===== src/rsn_pkg.sv =====
// Shared widths and payload types for the ray segment nearest hit unit.
`default_nettype none
package rsn_pkg;
  localparam int COORD_W = 24;
  localparam int DIST_W  = 24;
  localparam int SQ_W    = 50;

  typedef struct packed {
    logic                      new_ray;
    logic [DIST_W-1:0]         ray_length;
    logic signed [COORD_W-1:0] ray_start_x;
    logic signed [COORD_W-1:0] ray_start_y;
    logic signed [COORD_W-1:0] ray_end_x;
    logic signed [COORD_W-1:0] ray_end_y;
    logic signed [COORD_W-1:0] wall_a_x;
    logic signed [COORD_W-1:0] wall_a_y;
    logic signed [COORD_W-1:0] wall_b_x;
    logic signed [COORD_W-1:0] wall_b_y;
  } rsn_in_t;

  typedef struct packed {
    logic [DIST_W-1:0]         hit_distance;
    logic signed [COORD_W-1:0] hit_x;
    logic signed [COORD_W-1:0] hit_y;
    logic                      improved;
  } rsn_out_t;

  typedef enum logic [6:0] {
    ST_IDLE = 7'b0000001,
    ST_MUL  = 7'b0000010,
    ST_DIV  = 7'b0000100,
    ST_CHK  = 7'b0001000,
    ST_SQRT = 7'b0010000,
    ST_UPD  = 7'b0100000,
    ST_DONE = 7'b1000000
  } rsn_state_t;

  typedef enum logic [3:0] {
    OP_DEN1 = 4'd0, OP_DEN2 = 4'd1, OP_C12A = 4'd2, OP_C12B = 4'd3,
    OP_C34A = 4'd4, OP_C34B = 4'd5, OP_NXA  = 4'd6, OP_NXB  = 4'd7,
    OP_NYA  = 4'd8, OP_NYB  = 4'd9, OP_AX   = 4'd10, OP_AY  = 4'd11
  } rsn_op_t;
endpackage
`default_nettype wire


===== src/ray_segment_nearest_hit_unit.sv =====
// Top level: serial ray/wall intersection and nearest hit tracking.
`default_nettype none
// channel | ports                          | transfer when
// input   | in_valid, in_ready, in_data    | in_valid && in_ready
// result  | out_valid, out_ready, out_data | out_valid && out_ready
//
// One wall at a time. Products go through a bit-serial shift-add multiplier,
// ten always and two more when the crossing lies inside both segments and
// its distance does not saturate; the two quotients go through a restoring
// divider one bit a cycle and the root one bit pair a cycle.
// Reset clears the kept hit to zero and the control. The result register
// holds one result while out_ready is low; the next item then waits in done.
module ray_segment_nearest_hit_unit (
  input  logic              clk,
  input  logic              rst_n,
  input  logic              in_valid,
  output logic              in_ready,
  input  rsn_pkg::rsn_in_t  in_data,
  output logic              out_valid,
  input  logic              out_ready,
  output rsn_pkg::rsn_out_t out_data
);
  import rsn_pkg::*;

  localparam int C   = COORD_W;
  localparam int BW  = C + 1;
  // wide enough for the numerators and for the squared distance
  localparam int NW  = (3 * C + 4 > SQ_W) ? 3 * C + 4 : SQ_W;
  localparam int CW  = $clog2(NW);
  localparam logic [DIST_W-1:0] DMASK = {DIST_W{1'b1}};

  rsn_state_t state_r;
  rsn_op_t    op_r;
  logic [CW-1:0] cnt_r;

  logic signed [C-1:0] x1_r, y1_r, x2_r, y2_r, x3_r, y3_r, x4_r, y4_r;

  // multiplier
  logic [NW-1:0] ma_r, acc_r;
  logic [BW-1:0] mb_r;
  logic          mneg_r;
  logic signed [NW-1:0] tmp_r, den_r, c12_r, c34_r, nx_r, ny_r;

  // divider
  logic          dsel_r, qneg_r;
  logic [NW-1:0] dn_r, dd_r, q_r;
  logic [NW:0]   rem_r;
  logic signed [C:0] px_r, py_r;
  logic          pxbig_r, pybig_r;

  // root
  logic [BW-1:0]   ax_r, ay_r;
  logic [SQ_W-1:0] sv_r, sres_r, sbit_r;
  logic [DIST_W-1:0] dist_r;

  logic [DIST_W-1:0] best_d_r;
  logic signed [C-1:0] best_x_r, best_y_r;
  logic     imp_r;
  rsn_out_t out_r;
  logic     out_valid_r;

  logic signed [C:0] d12x, d12y, d34x, d34y;
  assign d12x = {x1_r[C-1], x1_r} - {x2_r[C-1], x2_r};
  assign d12y = {y1_r[C-1], y1_r} - {y2_r[C-1], y2_r};
  assign d34x = {x3_r[C-1], x3_r} - {x4_r[C-1], x4_r};
  assign d34y = {y3_r[C-1], y3_r} - {y4_r[C-1], y4_r};

  // operand selection for the next product
  logic signed [NW-1:0] sel_a;
  logic signed [BW-1:0] sel_b;
  logic                 sel_sq;
  logic [BW-1:0]        sq_b;
  always_comb begin
    sel_a  = '0;
    sel_b  = '0;
    sel_sq = 1'b0;
    sq_b   = ax_r;
    case (op_r)
      OP_DEN1: begin sel_a = NW'(d12x); sel_b = d34y; end
      OP_DEN2: begin sel_a = NW'(d12y); sel_b = d34x; end
      OP_C12A: begin sel_a = NW'(x1_r); sel_b = BW'(y2_r); end
      OP_C12B: begin sel_a = NW'(y1_r); sel_b = BW'(x2_r); end
      OP_C34A: begin sel_a = NW'(x3_r); sel_b = BW'(y4_r); end
      OP_C34B: begin sel_a = NW'(y3_r); sel_b = BW'(x4_r); end
      OP_NXA:  begin sel_a = c12_r; sel_b = d34x; end
      OP_NXB:  begin sel_a = c34_r; sel_b = d12x; end
      OP_NYA:  begin sel_a = c12_r; sel_b = d34y; end
      OP_NYB:  begin sel_a = c34_r; sel_b = d12y; end
      OP_AX:   begin sel_a = signed'(NW'(ax_r)); sel_sq = 1'b1; sq_b = ax_r; end
      OP_AY:   begin sel_a = signed'(NW'(ay_r)); sel_sq = 1'b1; sq_b = ay_r; end
      default: begin sel_a = '0; end
    endcase
  end

  logic [NW-1:0] a_mag;
  logic [BW-1:0] b_mag;
  logic          b_neg;
  assign a_mag = sel_a[NW-1] ? NW'(-sel_a) : NW'(sel_a);
  assign b_neg = sel_sq ? 1'b0 : sel_b[BW-1];
  assign b_mag = sel_sq ? sq_b : (b_neg ? BW'(-sel_b) : BW'(sel_b));

  logic [NW-1:0] acc_nxt;
  logic signed [NW-1:0] prod;
  assign acc_nxt = acc_r + (mb_r[0] ? ma_r : '0);
  assign prod    = mneg_r ? signed'(NW'(-acc_nxt)) : signed'(acc_nxt);

  // restoring divide step
  logic [NW:0]   remsh, rem_nxt;
  logic          ge;
  logic [NW-1:0] q_nxt;
  logic signed [C:0] qs;
  logic          qbig;
  assign remsh   = {rem_r[NW-1:0], dn_r[NW-1]};
  assign ge      = remsh >= {1'b0, dd_r};
  assign rem_nxt = ge ? remsh - {1'b0, dd_r} : remsh;
  assign q_nxt   = {q_r[NW-2:0], ge};
  assign qbig    = |q_nxt[NW-1:C];
  assign qs      = qneg_r ? signed'((C+1)'(-q_nxt[C:0])) : signed'(q_nxt[C:0]);

  // bounding boxes, in C+1 bits
  function automatic logic in_box(input logic signed [C:0] p,
                                  input logic signed [C-1:0] a,
                                  input logic signed [C-1:0] b);
    logic signed [C:0] ea, eb;
    ea = {a[C-1], a};
    eb = {b[C-1], b};
    return ((ea <= p) || (eb <= p)) && ((p <= ea) || (p <= eb))
           && (((ea <= p) && (p <= eb)) || ((eb <= p) && (p <= ea)));
  endfunction

  logic inside_all;
  logic signed [C+1:0] dx, dy;
  logic [C+1:0] adx, ady;
  logic sat;
  assign inside_all = !pxbig_r && !pybig_r &&
                      in_box(px_r, x1_r, x2_r) && in_box(py_r, y1_r, y2_r) &&
                      in_box(px_r, x3_r, x4_r) && in_box(py_r, y3_r, y4_r);
  assign dx  = {px_r[C], px_r} - {{2{x1_r[C-1]}}, x1_r};
  assign dy  = {py_r[C], py_r} - {{2{y1_r[C-1]}}, y1_r};
  assign adx = dx[C+1] ? (C+2)'(-dx) : (C+2)'(dx);
  assign ady = dy[C+1] ? (C+2)'(-dy) : (C+2)'(dy);
  assign sat = (NW'(adx) > NW'(DMASK)) || (NW'(ady) > NW'(DMASK));

  // root step
  logic [SQ_W-1:0] st;
  logic            sge;
  assign st  = sres_r + sbit_r;
  assign sge = sv_r >= st;

  // root result, saturated into the distance field
  logic [SQ_W-1:0] root_fin;
  assign root_fin = sge ? (sres_r >> 1) + sbit_r : sres_r >> 1;

  // result register takes a new transfer when empty or being drained
  logic out_load;
  assign out_load = (state_r == ST_DONE) && (!out_valid_r || out_ready);

  always_ff @(posedge clk) begin
    if (!rst_n) begin
      state_r     <= ST_IDLE;
      out_valid_r <= 1'b0;
      best_d_r    <= '0;
      best_x_r    <= '0;
      best_y_r    <= '0;
      op_r        <= OP_DEN1;
      cnt_r       <= '0;
    end else begin
      if (out_load) out_valid_r <= 1'b1;
      else if (out_ready) out_valid_r <= 1'b0;
      case (state_r)
        ST_IDLE: begin
          if (in_valid) begin
            x1_r <= in_data.ray_start_x;  y1_r <= in_data.ray_start_y;
            x2_r <= in_data.ray_end_x;    y2_r <= in_data.ray_end_y;
            x3_r <= in_data.wall_a_x;     y3_r <= in_data.wall_a_y;
            x4_r <= in_data.wall_b_x;     y4_r <= in_data.wall_b_y;
            if (in_data.new_ray) begin
              best_d_r <= in_data.ray_length;
              best_x_r <= in_data.ray_end_x;
              best_y_r <= in_data.ray_end_y;
            end
            imp_r   <= 1'b0;
            op_r    <= OP_DEN1;
            cnt_r   <= '0;
            acc_r   <= '0;
            mb_r    <= '0;
            state_r <= ST_MUL;
          end
        end
        ST_MUL: begin
          if (cnt_r == '0) begin
            // load the operands of this product
            ma_r   <= a_mag;
            mb_r   <= b_mag;
            mneg_r <= sel_a[NW-1] ^ b_neg;
            cnt_r  <= CW'(1);
          end else begin
            ma_r  <= {ma_r[NW-2:0], 1'b0};
            mb_r  <= {1'b0, mb_r[BW-1:1]};
            if (cnt_r == CW'(BW)) begin
              acc_r <= '0;
              cnt_r <= '0;
              op_r  <= rsn_op_t'(op_r + 4'd1);
              case (op_r)
                OP_DEN2: den_r <= tmp_r - prod;
                OP_C12B: c12_r <= tmp_r - prod;
                OP_C34B: c34_r <= tmp_r - prod;
                OP_NXB:  nx_r  <= tmp_r - prod;
                OP_NYB: begin
                  ny_r <= tmp_r - prod;
                  if (den_r == '0) begin
                    state_r <= ST_DONE;
                  end else begin
                    dn_r    <= nx_r[NW-1] ? NW'(-nx_r) : NW'(nx_r);
                    dd_r    <= den_r[NW-1] ? NW'(-den_r) : NW'(den_r);
                    qneg_r  <= nx_r[NW-1] ^ den_r[NW-1];
                    rem_r   <= '0;
                    q_r     <= '0;
                    dsel_r  <= 1'b0;
                    state_r <= ST_DIV;
                  end
                end
                OP_AY: begin
                  sv_r    <= SQ_W'(tmp_r + prod);
                  sres_r  <= '0;
                  sbit_r  <= SQ_W'(1) << (SQ_W - 2);
                  state_r <= ST_SQRT;
                end
                default: tmp_r <= prod;
              endcase
            end else begin
              acc_r <= acc_nxt;
              cnt_r <= cnt_r + CW'(1);
            end
          end
        end
        ST_DIV: begin
          if (cnt_r == CW'(NW - 1)) begin
            cnt_r <= '0;
            rem_r <= '0;
            q_r   <= '0;
            if (!dsel_r) begin
              px_r    <= qs;
              pxbig_r <= qbig;
              dn_r    <= ny_r[NW-1] ? NW'(-ny_r) : NW'(ny_r);
              qneg_r  <= ny_r[NW-1] ^ dd_r[NW-1] ^ den_r[NW-1];
              dsel_r  <= 1'b1;
            end else begin
              py_r    <= qs;
              pybig_r <= qbig;
              state_r <= ST_CHK;
            end
          end else begin
            rem_r <= rem_nxt;
            q_r   <= q_nxt;
            dn_r  <= {dn_r[NW-2:0], 1'b0};
            cnt_r <= cnt_r + CW'(1);
          end
        end
        ST_CHK: begin
          if (!inside_all) begin
            state_r <= ST_DONE;
          end else if (sat) begin
            dist_r  <= DMASK;
            state_r <= ST_UPD;
          end else begin
            ax_r    <= BW'(adx);
            ay_r    <= BW'(ady);
            op_r    <= OP_AX;
            cnt_r   <= '0;
            acc_r   <= '0;
            mb_r    <= '0;
            state_r <= ST_MUL;
          end
        end
        ST_SQRT: begin
          if (sge) begin
            sv_r   <= sv_r - st;
            sres_r <= (sres_r >> 1) + sbit_r;
          end else begin
            sres_r <= sres_r >> 1;
          end
          sbit_r <= sbit_r >> 2;
          if (sbit_r == SQ_W'(1)) begin
            dist_r  <= (root_fin > SQ_W'(DMASK)) ? DMASK : DIST_W'(root_fin);
            state_r <= ST_UPD;
          end
        end
        ST_UPD: begin
          if (dist_r < best_d_r) begin
            best_d_r <= dist_r;
            best_x_r <= C'(px_r);
            best_y_r <= C'(py_r);
            imp_r    <= 1'b1;
          end
          state_r <= ST_DONE;
        end
        ST_DONE: begin
          if (out_load) begin
            out_r.hit_distance <= best_d_r;
            out_r.hit_x        <= best_x_r;
            out_r.hit_y        <= best_y_r;
            out_r.improved     <= imp_r;
            state_r            <= ST_IDLE;
          end
        end
        default: state_r <= ST_IDLE;
      endcase
    end
  end

  assign in_ready  = (state_r == ST_IDLE);
  assign out_valid = out_valid_r;
  assign out_data  = out_r;
endmodule
`default_nettype wire

===== config.mk =====
export PLATFORM = sky130hd
export DESIGN_NAME = ray_segment_nearest_hit_unit
export DESIGN_NICKNAME = d
export VERILOG_FILES = /design/src/rsn_pkg.sv /design/src/ray_segment_nearest_hit_unit.sv
export SDC_FILE = /design/constraint.sdc
export NUM_CORES = 2
export LEC_CHECK = 0
export ABC_AREA = 0
export BUFFER_PORTS_ARGS = -buffer_cell sky130_fd_sc_hd__buf_4
export CAP_MARGIN = 15
export CORE_ASPECT_RATIO = 1.25
export CORE_MARGIN = 5
export CORE_UTILIZATION = 25
export DETAILED_ROUTE_END_ITERATION = 16
export PLACE_DENSITY = 0.48
export SLEW_MARGIN = 20
export SYNTH_ARGS = -nofsm -noshare
export SYNTH_HDL_FRONTEND = slang
export SYNTH_SLANG_ARGS = --single-unit

===== constraint.sdc =====
create_clock -name clk -period 14.6 [get_ports clk]
set_clock_uncertainty 0.1 [all_clocks]
set_input_delay 2.92 -clock clk [delete_from_list [all_inputs] [get_ports clk]]
set_output_delay 2.92 -clock clk [all_outputs]
set_load 0.005 [all_outputs]

==> flow_summary.json <==
{
  "status": "finished, final reports clean",
  "yosys_warnings": 0,
  "postRouteAntennaNets": 0,
  "drive_gt1_share_pct": 8.31,
  "cp_common_cell": "nor2_1",
  "netlist_area_um2": 102000,
  "post-route-drc-count": 0,
  "track_usage_pct": 16.7,
  "worst_slew_pin_slew_ns": 1.25,
  "nets": 11600,
  "avgSynthCellArea_um2": 9.77,
  "die_width_um": 581,
  "setup_tns_ns": 0,
  "grt_pass1_wl_mm": 532,
  "gp_congestion": 0.925,
  "area_growth_syn_to_layout_pct": 14.3,
  "via_per_inst": 5.01,
  "port_buffers": 295,
  "slew_headroom_pct": 16.3,
  "clk_pin_slew_ns": 0.06,
  "worstPathMaxFanout": 76,
  "cpPeakStageDelay_ns": 0.53,
  "r2r_cells": 38,
  "root_buffer": "clkbuf_16",
  "dieArea_um2": 420000,
  "crit_path_start_kind": "flip-flop",
  "fin_util_pct": 28.6,
  "cp-end-kind": "flip-flop",
  "n_fill_cell": 42900,
  "routed_wl_mm": 368,
  "ir_drop_mv": 0.129,
  "grt_max_degree": 98,
  "fin_crit_ns": 11.26,
  "cp_slowest_cell": "or4b_1",
  "ys_async_sr_fraction_pct": 0,
  "hold_path_class": "flip-flop to flip-flop",
  "finalHoldViolCount": 0,
  "fmax_mhz": 88.8,
  "cts_max_path_buffers": 4,
  "dp_hpwl_mm": 285,
  "synth_cells": 10400,
  "io_pins": 296,
  "synth.distinct_cells": 102,
  "grt_pass1_vias": 79400,
  "antenna_found_initial": 29,
  "worstPathArrival_ns": 11.74,
  "htree_levels": 4,
  "clock-sinks": 1547,
  "dr.pass1.iters": 6,
  "die_h_um": 723,
  "syn-num-nets": 11400,
  "seq_area_frac_synth_pct": 44.8,
  "r2r-start": "mb_r[0]",
  "critPathTopFamily": "compound AO/OA/AOI/OAI gates",
  "maxCapViolCount": 0,
  "worstSetupStartpoint": "mb_r[0]",
  "holdWs_ns": 0.321,
  "ys_ff_latch": 1547,
  "setup_viol": 0,
  "cts_tree": "built",
  "wire_per_inst_um": 22.8,
  "crit_end": "den_r[73]",
  "synth_edf_count": 1456,
  "rsz0062_at_grt": "no",
  "via_count": 81000,
  "rr_endpoint": "den_r[73]",
  "core_um2": 406000,
  "first_iter_violations": 6088,
  "overflow": 0,
  "r2r_slack_ns": 3.34,
  "cp_num_buf_inv": 2,
  "clock_insertion_delay_worst_skew_ns": 0.92,
  "crit_type": "flip-flop to flip-flop",
  "period_share_pct": 77.1,
  "cts_hold_buf": 0,
  "p_leak_nw": 43.1,
  "crit_cells": 38,
  "post_cts_resized": 0,
  "cts_buffers": 180,
  "row_count": 262,
  "post-cts-setup-buffer-count": 0,
  "powerDensity_nw_per_um2": 173,
  "drv_slew": 0,
  "start_util_pct": 25.0,
  "power_mw": 20.1,
  "cp.required_ns": 15.08,
  "yosys_most_used_dff": "edfxtp_1"
}
## cell usage in the layout (no fill, tap or decap), types with 94 or more instances in the layout
cell / count
edfxtp_1: 1456
nand2_1: 958
nor2_1: 747
a21oi_1: 713
ha_1: 712
inv_1: 661
o21ai_0: 647
xnor2_1: 524
buf_4: 439
xor2_1: 362
a21o_1: 238
nand3_1: 198
clkbuf_16: 183
and2_1: 172
and3_1: 154
nor3_1: 147
nand4_1: 141
o31ai_1: 131
a211oi_1: 130
nor2b_1: 123
nand2b_1: 122
a31oi_1: 110
or3_1: 106
o21bai_1: 98
a221oi_1: 97
a22oi_1: 94
## cells in the mapped netlist (all sizes together) (37+ instances only)
library cell | number | area [µm²]
edfxtp | 1456 | 43700
nand2 | 962 | 3610
nor2 | 758 | 2850
a21oi | 715 | 3580
ha | 712 | 8910
o21ai | 672 | 3360
inv | 665 | 2500
xnor2 | 534 | 4700
clkbuf | 387 | 1450
xor2 | 366 | 3230
a21o | 239 | 1790
nand3 | 199 | 996
and2 | 177 | 1110
and3 | 157 | 982
nor3 | 150 | 756
nand4 | 141 | 882
a211oi | 134 | 1010
o31ai | 133 | 1020
nor2b | 125 | 782
nand2b | 123 | 777
a31oi | 112 | 701
or3 | 107 | 674
a221oi | 98 | 858
o21bai | 98 | 736
a22oi | 94 | 706
dfxtp | 91 | 1820
o21a | 91 | 683
nor4 | 89 | 557
a311oi | 88 | 771
o211ai | 63 | 473
o41ai | 58 | 508
or2 | 53 | 334
or4 | 48 | 364
buf | 42 | 164
a21boi | 37 | 278
## power by group
part           internal, mW  switching (mW)  leakage [nW]
clock                  2.57            1.98          2.79
combinational          2.91            6.55          26.4
sequential             5.92           0.204          14.0
total                  11.4            8.73          43.1
## through the flow
| step | area, µm² | instances | setup slack [ns] |
|---|---|---|---|
| finish | 116000 | 16200 | 3.34 |
| global route | 116000 | 16200 | 2.66 |
| CTS | 116000 | 16200 | 3.26 |
| detailed placement | 111000 | 15800 | 3.36 |
| global placement | 111000 | 15800 | 3.23 |
| floorplan | 102000 | 10400 | 1.50 |
## kinds of logic after synthesis
logic type               Yosys count  share of synthesized area (%)
adder cells (fa/ha/maj)          732                           9.06
multiplexers                      41                          0.412
AND/OR/NAND/NOR                 3190                           15.2
AO/OA/AOI/OAI                   2908                           18.7
XOR/XNOR                         900                           7.79
flip-flops                      1547                           44.8
buffers and inverters           1101                           4.07
## metal layers
metal | GRT usage, % | part of all wire, % | vias to the layer above
met5 | 0 | 0.028 | -
met4 | 7.89 | 5.4 | 18
met3 | 1.90 | 4.4 | 652
met2 | 29.4 | 49 | 2057
met1 | 20.3 | 41 | 39400
li1 | - | - | 38900
## flip-flops by register name, indices dropped and copies added (netlist names), 25 cells and up
register and flops:
ny_r 76, q_r 75, ay_r 25, py_r 25, nx_r 76, mb_r 25
rem_r 76, sres_r 50, c12_r 76, acc_r 76, ma_r 76, dd_r 76
c34_r 76, den_r 76, tmp_r 76, dn_r 76, px_r 25, ax_r 25
out_data 73, sbit_r 25, sv_r 50
## cell type report
type	instances	area, µm²	share of cell area [%]
Clock inverter	90	856	0.736
Sequential cell	1547	45500	39.2
Multi-Input combinational cell	7771	52400	45.1
Tap cell	5412	6770	5.82
Clock buffer	231	4850	4.17
Timing Repair Buffer	440	3320	2.85
Antenna cell	7	17.5	0.0151
Inverter	672	2530	2.18
## worst min-delay path by stage
stage,endpoint,slack (ns),startpoint,depth (start not counted)
after global routing,out_data[0],0.32,imp_r,0
final,out_data[0],0.32,imp_r,0
after floorplan,out_data[0],0.30,imp_r,0
after detailed placement,out_data[0],0.31,imp_r,0
after global placement,out_data[0],0.31,imp_r,0
after CTS,out_data[0],0.32,imp_r,0
No activity file was read; power rests on OpenSTA's default activity.
